==> config.mk <==
export PLATFORM = sky130hd
export DESIGN_NAME = mixer_lift_sequencer
export DESIGN_NICKNAME = d
export VERILOG_FILES = /design/src/hw/rtl/mls_pkg.sv /design/src/hw/rtl/mixer_lift_sequencer.sv /design/src/hw/rtl/mls_cfg.sv /design/src/hw/rtl/mls_core.sv
export VERILOG_INCLUDE_DIRS = /design/src /design/src/hw/rtl
export SDC_FILE = /design/constraint.sdc
export NUM_CORES = 1
export LEC_CHECK = 0
export BUFFER_PORTS_ARGS = -buffer_cell sky130_fd_sc_hd__buf_4
export CAP_MARGIN = 25
export CORE_MARGIN = 3
export CORE_UTILIZATION = 40
export CTS_CLUSTER_SIZE = 40
export DETAILED_ROUTE_END_ITERATION = 8
export GPL_TIMING_DRIVEN = 0
export PLACE_DENSITY = 0.65
export SKIP_CTS_REPAIR_TIMING = 1
export SLEW_MARGIN = 15
export SYNTH_ARGS = -nofsm -noshare
export SYNTH_HDL_FRONTEND = slang
export SYNTH_SLANG_ARGS = --single-unit
==> constraint.sdc <==
create_clock -name clk -period 7.9 [get_ports clk]
set_clock_uncertainty 0.1 [all_clocks]
set_input_delay 0 -clock clk [delete_from_list [all_inputs] [get_ports clk]]
set_output_delay 0 -clock clk [all_outputs]
set_load 0.005 [all_outputs]
==> src/hw/rtl/mixer_lift_sequencer_defines.svh <==
// assertion macros used by mls_core
`ifndef MIXER_LIFT_SEQUENCER_DEFINES_SVH
`define MIXER_LIFT_SEQUENCER_DEFINES_SVH

// condition implies consequence on the same edge
`define MLS_ASSERT_IMP(label, clk, rst, cond, cons, msg) \
  label: assert property (@(posedge clk) disable iff (rst) (cond) |-> (cons)) \
    else $error(msg);

// condition implies consequence on the next edge
`define MLS_ASSERT_NXT(label, clk, rst, cond, cons, msg) \
  label: assert property (@(posedge clk) disable iff (rst) (cond) |=> (cons)) \
    else $error(msg);

`endif

==> src/hw/rtl/mls_pkg.sv <==
package mls_pkg;

  localparam int TIMER_BITS = 17;
  localparam int REG_W      = 16;
  localparam int SECS_W     = 8;
  localparam int PROD_W     = 18;
  localparam int IN_DATA_W  = 16;
  localparam int OUT_DATA_W = 8;
  localparam int CFG_IDX_W  = 2;

  localparam logic [TIMER_BITS-1:0] CNT_MAX = '1;
  localparam logic [9:0]            MS_PER_S = 10'd1000;

  localparam logic [REG_W-1:0] MIN_MIX_RST     = 16'd500;
  localparam logic [REG_W-1:0] MAX_MIX_RST     = 16'd5000;
  localparam logic [REG_W-1:0] DEFAULT_MIX_RST = 16'd2000;
  localparam logic [REG_W-1:0] TIMEOUT_RST     = 16'd3000;
  localparam logic [REG_W-1:0] MIX_DUR_RST     = 16'd1000;

  typedef enum logic [CFG_IDX_W-1:0] {
    REG_MIN_MIX     = 2'd0,
    REG_MAX_MIX     = 2'd1,
    REG_DEFAULT_MIX = 2'd2,
    REG_TIMEOUT     = 2'd3
  } cfg_idx_t;

  typedef enum logic [1:0] {
    DRV_STOP = 2'd0,
    DRV_UP   = 2'd1,
    DRV_DOWN = 2'd2
  } drive_t;

  typedef enum logic [3:0] {
    PH_IDLE = 4'b0001,
    PH_DOWN = 4'b0010,
    PH_MIX  = 4'b0100,
    PH_UP   = 4'b1000
  } phase_t;

  typedef struct packed {
    logic [REG_W-1:0] min_mix_ms;
    logic [REG_W-1:0] max_mix_ms;
    logic [REG_W-1:0] default_mix_ms;
    logic [REG_W-1:0] move_timeout_ms;
  } cfg_t;

  typedef struct packed {
    logic              cmd;
    logic              has_seconds;
    logic [SECS_W-1:0] start_seconds;
    logic              at_top;
    logic              at_bottom;
    logic              button_pressed;
  } item_t;

  typedef struct packed {
    drive_t motor_drive;
    logic   mixer_on;
    logic   led_on;
    logic   busy_res;
    logic   success;
  } result_t;

endpackage

==> src/hw/rtl/mixer_lift_sequencer.sv <==
// channel   dir  tdata (low bit up)                                    tuser
// s_*       in   has_seconds, start_seconds[7:0], at_top, at_bottom,  cmd
//                button_pressed, zero pad to 16
// m_*       out  motor_drive[1:0], mixer_on, led_on, busy_res,        -
//                success, zero pad to 8
// cfg_*     in   write enable, register index, 16-bit write data
// one beat per cycle sustained while the output is not stalled; a taken beat
// passes the input register, then the state update into the result register
// rst clears the pipeline valids and the sequencer state; no clearing pass
// a stalled result holds in the output register while the input register
// still takes one more beat
module mixer_lift_sequencer
  import mls_pkg::*;
(
  input  logic                  clk,
  input  logic                  rst,
  input  logic                  s_tvalid,
  output logic                  s_tready,
  input  logic [IN_DATA_W-1:0]  s_tdata,   // has_seconds, start_seconds, at_top, at_bottom, button_pressed
  input  logic                  s_tuser,   // cmd
  output logic                  m_tvalid,
  input  logic                  m_tready,
  output logic [OUT_DATA_W-1:0] m_tdata,   // motor_drive, mixer_on, led_on, busy_res, success
  input  logic                  cfg_we,
  input  logic [CFG_IDX_W-1:0]  cfg_index,
  input  logic [REG_W-1:0]      cfg_wdata
);

  cfg_t    cfg;
  item_t   item_q;
  logic    in_valid;
  logic    step;
  result_t res;
  result_t res_q;

  mls_cfg u_cfg (
    .clk       (clk),
    .rst       (rst),
    .cfg_we    (cfg_we),
    .cfg_index (cfg_index),
    .cfg_wdata (cfg_wdata),
    .cfg       (cfg)
  );

  assign step     = in_valid && (!m_tvalid || m_tready);
  assign s_tready = !in_valid || step;

  always_ff @(posedge clk) begin
    if (rst) begin
      in_valid <= 1'b0;
    end else if (s_tready) begin
      in_valid <= s_tvalid;
    end
  end

  always_ff @(posedge clk) begin
    if (s_tready && s_tvalid) begin
      item_q.cmd            <= s_tuser;
      item_q.has_seconds    <= s_tdata[0];
      item_q.start_seconds  <= s_tdata[8:1];
      item_q.at_top         <= s_tdata[9];
      item_q.at_bottom      <= s_tdata[10];
      item_q.button_pressed <= s_tdata[11];
    end
  end

  mls_core u_core (
    .clk  (clk),
    .rst  (rst),
    .step (step),
    .item (item_q),
    .cfg  (cfg),
    .res  (res)
  );

  always_ff @(posedge clk) begin
    if (rst) begin
      m_tvalid <= 1'b0;
    end else if (!m_tvalid || m_tready) begin
      m_tvalid <= in_valid;
    end
  end

  always_ff @(posedge clk) begin
    if (step) begin
      res_q <= res;
    end
  end

  assign m_tdata = {2'b00, res_q.success, res_q.busy_res, res_q.led_on,
                    res_q.mixer_on, res_q.motor_drive};

endmodule

==> src/hw/rtl/mls_cfg.sv <==
module mls_cfg
  import mls_pkg::*;
(
  input  logic                 clk,
  input  logic                 rst,
  input  logic                 cfg_we,
  input  logic [CFG_IDX_W-1:0] cfg_index,
  input  logic [REG_W-1:0]     cfg_wdata,
  output cfg_t                 cfg
);

  always_ff @(posedge clk) begin
    if (rst) begin
      cfg.min_mix_ms      <= MIN_MIX_RST;
      cfg.max_mix_ms      <= MAX_MIX_RST;
      cfg.default_mix_ms  <= DEFAULT_MIX_RST;
      cfg.move_timeout_ms <= TIMEOUT_RST;
    end else if (cfg_we) begin
      unique case (cfg_idx_t'(cfg_index))
        REG_MIN_MIX:     cfg.min_mix_ms      <= cfg_wdata;
        REG_MAX_MIX:     cfg.max_mix_ms      <= cfg_wdata;
        REG_DEFAULT_MIX: cfg.default_mix_ms  <= cfg_wdata;
        REG_TIMEOUT:     cfg.move_timeout_ms <= cfg_wdata;
        default: ;
      endcase
    end
  end

endmodule

==> src/hw/rtl/mls_core.sv <==
`include "mixer_lift_sequencer_defines.svh"

module mls_core
  import mls_pkg::*;
(
  input  logic    clk,
  input  logic    rst,
  input  logic    step,
  input  item_t   item,
  input  cfg_t    cfg,
  output result_t res
);

  phase_t                phase, phase_next;
  logic                  busy_flag, busy_next;
  logic                  error_flag, error_next;
  logic [TIMER_BITS-1:0] tick_count, tick_next;
  logic [REG_W-1:0]      mix_duration, dur_next;

  logic [PROD_W-1:0]     req_ms;
  logic [PROD_W-1:0]     want_ms;
  logic [REG_W-1:0]      clamped_ms;
  logic [REG_W-1:0]      dflt_clamped;
  logic [TIMER_BITS-1:0] tick_inc;
  logic                  timed_out;
  logic                  busy_a;
  drive_t                drive;
  logic                  mixer;

  // clamp in the stated order, so an inverted pair still resolves
  function automatic logic [REG_W-1:0] clamp_ms(input logic [PROD_W-1:0] d,
                                                input logic [REG_W-1:0] lo,
                                                input logic [REG_W-1:0] hi);
    logic [REG_W-1:0] r;
    if (d < PROD_W'(lo))      r = lo;
    else if (d > PROD_W'(hi)) r = hi;
    else                      r = d[REG_W-1:0];
    return r;
  endfunction

  assign req_ms       = PROD_W'(item.start_seconds) * PROD_W'(MS_PER_S);
  assign want_ms      = item.has_seconds ? req_ms : PROD_W'(cfg.default_mix_ms);
  assign clamped_ms   = clamp_ms(want_ms, cfg.min_mix_ms, cfg.max_mix_ms);
  assign dflt_clamped = clamp_ms(PROD_W'(cfg.default_mix_ms), cfg.min_mix_ms,
                                 cfg.max_mix_ms);
  assign tick_inc     = (tick_count == CNT_MAX) ? tick_count : tick_count + 1'b1;
  assign timed_out    = tick_inc > TIMER_BITS'(cfg.move_timeout_ms);

  always_comb begin
    busy_next  = busy_flag;
    error_next = error_flag;
    dur_next   = mix_duration;
    phase_next = phase;
    tick_next  = tick_count;
    drive      = DRV_STOP;
    mixer      = 1'b0;

    if (item.cmd && !busy_flag) begin
      busy_next  = 1'b1;
      error_next = 1'b0;
      dur_next   = clamped_ms;
    end
    busy_a = busy_next;

    unique case (phase)
      PH_IDLE: begin
        tick_next = '0;
        if (busy_a || item.button_pressed) begin
          if (!busy_a) begin
            busy_next  = 1'b1;
            error_next = 1'b0;
            dur_next   = dflt_clamped;
          end
          phase_next = PH_DOWN;
          drive      = DRV_DOWN;
        end else begin
          drive = item.at_top ? DRV_STOP : DRV_UP;
        end
      end
      PH_DOWN: begin
        if (item.at_bottom) begin
          phase_next = PH_MIX;
          tick_next  = '0;
          mixer      = 1'b1;
        end else if (timed_out) begin
          busy_next  = 1'b0;
          error_next = 1'b1;
          phase_next = PH_IDLE;
          tick_next  = '0;
        end else begin
          tick_next = tick_inc;
          drive     = DRV_DOWN;
        end
      end
      PH_MIX: begin
        if (tick_inc >= TIMER_BITS'(mix_duration)) begin
          phase_next = PH_UP;
          tick_next  = '0;
          drive      = DRV_UP;
        end else begin
          tick_next = tick_inc;
          mixer     = 1'b1;
        end
      end
      PH_UP: begin
        if (item.at_top || timed_out) begin
          busy_next  = 1'b0;
          error_next = !item.at_top;
          phase_next = PH_IDLE;
          tick_next  = '0;
        end else begin
          tick_next = tick_inc;
          drive     = DRV_UP;
        end
      end
      default: begin
        phase_next = PH_IDLE;
        busy_next  = 1'b0;
        tick_next  = '0;
      end
    endcase

    res.motor_drive = drive;
    res.mixer_on    = mixer;
    res.led_on      = busy_next;
    res.busy_res    = busy_next;
    res.success     = !error_next;
  end

  always_ff @(posedge clk) begin
    if (rst) begin
      phase        <= PH_IDLE;
      busy_flag    <= 1'b0;
      error_flag   <= 1'b0;
      tick_count   <= '0;
      mix_duration <= MIX_DUR_RST;
    end else if (step) begin
      phase        <= phase_next;
      busy_flag    <= busy_next;
      error_flag   <= error_next;
      tick_count   <= tick_next;
      mix_duration <= dur_next;
    end
  end

  `MLS_ASSERT_IMP(a_busy_phase, clk, rst, 1'b1, busy_flag == (phase != PH_IDLE), "busy and phase disagree")
  `MLS_ASSERT_IMP(a_busy_err, clk, rst, 1'b1, !(busy_flag && error_flag), "busy with error set")
  `MLS_ASSERT_IMP(a_mix_busy, clk, rst, step && res.mixer_on, res.busy_res && res.motor_drive == DRV_STOP, "mixer on outside a cycle")

endmodule

# Word-level counts from Yosys, hierarchy flattened
# Index checks and enable logic that the tools add are counted.
# W data, S select, Z words.
dict set report word_totals {
  word_cells 103
  regBits 123
  out_inout_bits 10
}
dict set report classes {
  muxes 44
  mul 1
  reduce_logical 18
  add_sub_neg 1
  eq_ne 12
  magnitude_cmp 6
}
# cell n
set op_table {}
lappend op_table {{$mux W16} 8}
lappend op_table {{$mux W17} 5}
lappend op_table {{$pmux W17 S3} 1}
lappend op_table {{$mux W4} 5}
lappend op_table {{$gt A18 B16 Y1} 1}
lappend op_table {{$lt A18 B16 Y1} 1}
lappend op_table {{$mux W18} 1}
lappend op_table {{$add A17 B1 Y17 const B} 1}
lappend op_table {{$eq A17 B17 Y1 const B} 1}
lappend op_table {{$ge A17 B16 Y1} 1}
lappend op_table {{$gt A17 B16 Y1} 1}
lappend op_table {{$gt A16 B16 Y1} 1}
lappend op_table {{$lt A16 B16 Y1} 1}
lappend op_table {{$mux W1} 16}
lappend op_table {{$pmux W4 S4} 1}
lappend op_table {{$mul A8 B7 Y15 const B} 1}
lappend op_table {{$pmux W2 S4} 1}
lappend op_table {{$reduce_and A2 Y1} 4}
lappend op_table {{$mux W2} 3}
lappend op_table {{$ne A2 B1 Y1 const B} 3}
lappend op_table {{$logic_not A1 Y1} 5}
lappend op_table {{$reduce_and A5 Y1} 1}
lappend op_table {{$eq A2 B2 Y1 const B} 2}
lappend op_table {{$eq A4 B1 Y1 const B} 1}
lappend op_table {{11 further kinds} 16}

# Logic depth before layout (Yosys ltp)
dict set report depth {
  word_depth 9
  ltp_mapped 25
}

# Cells and area by module
# A second synthesis with hierarchy kept.
dict set report hier_totals {
  cells_unflattened 1107
  hier_area_um2 9929.5
}
# mod cells_each area_each_um2 n_inst seq_area_each_um2
set by_module_without_submodules {}
lappend by_module_without_submodules {mls_core 835 6703.9 1 780.7}
lappend by_module_without_submodules {mls_cfg 240 2532.4 1 1281.2}
lappend by_module_without_submodules {mixer_lift_sequencer 32 693.2 1 610.6}

# Least setup slack after synthesis
# OpenSTA, ideal clock, no wires.
dict set report synth_path {
  path_kind {flip-flop to flip-flop}
  start {reg item_q[4] in the netlist's numbering}
  end {reg u_core.mix_duration[7]}
  setup_slack_ps 1264
  t_arrival_ps 6416
  path_stages_with_launch 23
  cell_sequence {edfxtp_1 fa_1 inv_1 fa_1 fa_1 fa_1 inv_1 ha_1 a21oi_2 or4b_4 o21ai_0 xnor2_1 mux2_2 ha_1 nand2_1 nor2_1 mux2_2 a22oi_1 a21bo_2 or2_1 buf_6 mux2_4 a211o_1}
}
dict set report synth_via {
  elab_chain_len 9
}
# item line_no
set synth_lines {}
lappend synth_lines {{start: declaration} mixer_lift_sequencer.sv:30} ;# item_t item_q;
lappend synth_lines {{$mul A8 B7 Y15 *} mls_core.sv:41} ;# assign req_ms = PROD_W'(item.start_seconds) * PROD_W'(MS_PER_S);
lappend synth_lines {{$mux W18 *} mls_core.sv:42} ;# assign want_ms = item.has_seconds ? req_ms : PROD_W'(cfg.default_mix_ms);
lappend synth_lines {{$gt A18 B16 Y1} mls_core.sv:36} ;# else if (d > PROD_W'(hi)) r = hi;
lappend synth_lines {{$mux W16} mls_core.sv:36}
lappend synth_lines {{$mux W16 *} mls_core.sv:35} ;# if (d < PROD_W'(lo)) r = lo;
lappend synth_lines {{$mux W16 *} mls_core.sv:58} ;# if (item.cmd && !busy_flag) begin
lappend synth_lines {{$mux W16} mls_core.sv:69} ;# if (!busy_a) begin
lappend synth_lines {{$mux W16} mls_core.sv:68} ;# if (busy_a || item.button_pressed) begin
lappend synth_lines {{$mux W16 *} mls_core.sv:65} ;# unique case (phase)
lappend synth_lines {{end signal: assignment} mls_core.sv:142} ;# mix_duration <= dur_next;
lappend synth_lines {{end: declaration} mls_core.sv:18} ;# logic [REG_W-1:0] mix_duration, dur_next;
# Mark *: on every way between the ends. The rest lies on a longest branch, timed or not.
# A chain may end at the register's enable or synchronous reset.

# Worst setup path after layout
dict set report layout_path {
  start {reg item_q[4] in the netlist's numbering}
  end {reg u_core.mix_duration[2]}
}
# The elaborated chain is that of the path after synthesis.

==> impl_metrics.json <==
{
  "status": "finished with violations",
  "violations": "negative hold slack",
  "cp_data_required_time_ns": 8.08,
  "grt_pass1_vias": 7657,
  "r2r-start": "item_q[4]",
  "cap_violations": 0,
  "dieArea_um2": 25050,
  "routed_wl_mm": 27.44,
  "cts_sinks": 123,
  "synth-async-reset-ratio_pct": 0,
  "p_per_area_nw_per_um2": 270.1,
  "synth_cell_types": 74,
  "die_w_um": 158.3,
  "yosys_warnings": 0,
  "dp_hpwl_mm": 21.21,
  "reg2reg_slack_ns": 0.41,
  "dp.cells": 1421,
  "cts_root_buffer": "clkbuf_16",
  "slew_headroom_pct": 33.33,
  "synth-edff-count": 18,
  "sw_frac_of_total_pct": 41.06,
  "first_pass_iters": 5,
  "power_leakage_uw": 0.004841,
  "ys_ff_latch": 123,
  "synth_area_leader_cell": "dfxtp_1",
  "clockBufferDepth": 2,
  "hold_ws_ns": -0.03601,
  "track_usage_pct": 21.74,
  "combPwrFrac_pct": 48.8,
  "net-switching-power_uw": 1213,
  "core_um2": 22710,
  "fin_nets": 1386,
  "p_int_uw": 1740,
  "crit_fanout": 10,
  "htreeDepth": 4,
  "end_kind": "flip-flop",
  "crit_type": "flip-flop to flip-flop",
  "r2r_cells": 24,
  "tightest_slew_ns": 1.000,
  "cp-endpoint": "u_core.mix_duration[2]",
  "period_share_pct": 94.84,
  "synthCells": 1092,
  "gp_congestion": 0.9303,
  "seqPwrFrac_pct": 23.7,
  "slew_viol_final": 0,
  "cts_tree": "built",
  "wl_per_cell_um": 18.42,
  "grt_max_degree": 17,
  "yosysMostFrequentCell": "nand2_1",
  "fmax_ghz": 0.1335,
  "initial_core_util_pct": 40.85,
  "area_growth_pct": 17.87,
  "final.setup.tns_ns": 0,
  "finalSetupViolations": 0,
  "clockPowerShare_pct": 27.5,
  "antenna_found_initial": 0,
  "start_kind": "flip-flop",
  "ys_seq_area_share_pct": 28.49,
  "post-route-util_pct": 48.15,
  "holdCritPathClass": "input port to flip-flop",
  "rsz0062_at_grt": "false",
  "io_buffers": 43,
  "viasPerCell": 5.608,
  "synth_top_area_share_pct": 22.66,
  "clk_pin_slew_worst_paths_ns": 0.06,
  "critical_path.startpoint": "item_q[4]",
  "antennaDiodeCount": 0,
  "crit_arrival_ns": 7.68,
  "synth_area_leaders": "dfxtp_1 23%, ha_1 18%, edfxtp_1 5.8%",
  "synth-main-ff-cell": "dfxtp_1",
  "netlist_area_um2": 9276,
  "drive_gt1_share_pct": 10.21,
  "synthTopCellsByCount": "143 x nand2_1, 133 x ha_1, 110 x inv_1",
  "r2r_end": "u_core.mix_duration[2]",
  "gr-total-overflow": 0,
  "drtIter0Drc": 739,
  "syn_area_per_cell_um2": 8.495,
  "drc": 0,
  "ios": 50,
  "hold_viol_final": 12,
  "antenna_left": 0,
  "grt_pass1_wl_mm": 42.01,
  "ir_drop_mv": 0.1858,
  "layout_min_cycle_time_ns": 7.493,
  "fin_cells": 1490,
  "num_rows": 55,
  "die_height_um": 158.3,
  "clk_latency_ns": 0.43,
  "cts_made_buffers": 17,
  "vias": 8356
}
## power groups by stage
stage / registers [uW] / clock network [uW] / logic, uW
6_report: 700 / 812 / 1440
5_1_grt: 702 / 844 / 1580
4_1_cts: 699 / 818 / 1390
3_5_place_dp: 712 / 0 / 1380
3_3_place_gp: 711 / 0 / 1370
2_1_floorplan: 699 / 0 / 1000
## worst max-delay path, cell delays in order, from the launching register on
cell and delay, ns:
edfxtp_1 0.58, fa_1 0.59, inv_1 0.05, fa_1 0.47, fa_1 0.52, fa_1 0.52
inv_1 0.04, ha_1 0.35, nand2_2 0.08, o31ai_2 0.39, o221ai_2 0.19, and3_1 0.20
o21a_1 0.21, or2_2 0.32, ha_1 0.33, nand4_1 0.14, nor2_1 0.13, mux2_2 0.34
a22oi_2 0.33, a21bo_2 0.34, or2_1 0.23, buf_6 0.14, buf_2 0.19, a221oi_1 0.40
o22ai_1 0.14
## cells by family after synthesis
family,after synthesis,share of synthesized area [%]
adders and majority gates,154,22.47
muxes,23,2.832
other,1,0.04043
AOI/OAI and AO/OA,289,20.80
buffers and inverters,150,6.299
DFF,123,28.49
xor gates and xnor gates,20,1.888
and+or+nand+nor,332,17.18
## layer usage
layer	up-vias	wire, um	GRT usage, %
met5	-	0	0
met4	0	460	6.760
met2	287	11850	32.73
met3	36	2005	3.669
li1	4109	-	-
met1	3924	13120	31.76
## worst min-delay path by stage
stage / from / end / depth (start not counted)
4_1_cts: s_tdata[6] / item_q[8] / 1
3_5_place_dp: s_tdata[1] / item_q[3] / 1
3_3_place_gp: s_tdata[7] / item_q[9] / 1
2_1_floorplan: s_tdata[11] / item_q[0] / 0
5_1_grt: cfg_we / u_cfg.cfg[38] / 5
6_report: cfg_we / u_cfg.cfg[38] / 5
## cells in the final DEF, fill, tap and decap left out, types with 11 or more instances in the layout
cell type	count
a211o_1	17
a21o_1	20
a21oi_1	99
a22o_1	11
buf_4	46
clkbuf_1	31
clkbuf_16	17
dfxtp_1	105
dlygate4sd3_1	37
edfxtp_1	18
fa_1	21
ha_1	133
inv_1	110
mux2_2	18
nand2_1	143
nand3_1	12
nand3b_1	14
nand4_1	17
nor2_1	64
nor2b_1	13
o211ai_1	14
o21ai_0	42
xnor2_1	14
## flip-flops by register name (all words and copies together), names as in the netlist, 4 cells and up
register,flops
u_core.tick_count,17
u_cfg.cfg,64
m_tdata,5
u_core.mix_duration,16
u_core.phase,4
item_q,13
## per-stage QoR
stage	instance area [um^2]	power, uW	setup WS, ns	hold slack [ns]
after detailed placement	9960	2093	0.3148	0.07928
after global routing	10930	3127	0.1278	0.03014
final	10930	2953	0.4073	-0.03601
after CTS	10560	2904	0.2606	-0.3671
after floorplan	9280	1700	1.264	-0.001131
after global placement	9960	2077	0.3388	0.07820
## cell type report
class,count,area (um^2)
plain buffers,39,167.7
clock buffers,17,425.4
clock inverters,15,173.9
fillers,2234,11780
inverters,111,416.7
multi-input cells,820,6058
flip-flops and latches,123,2643
well taps,285,356.6
repair buffers,80,693.2
No activity file was read; power rests on OpenSTA's default activity.
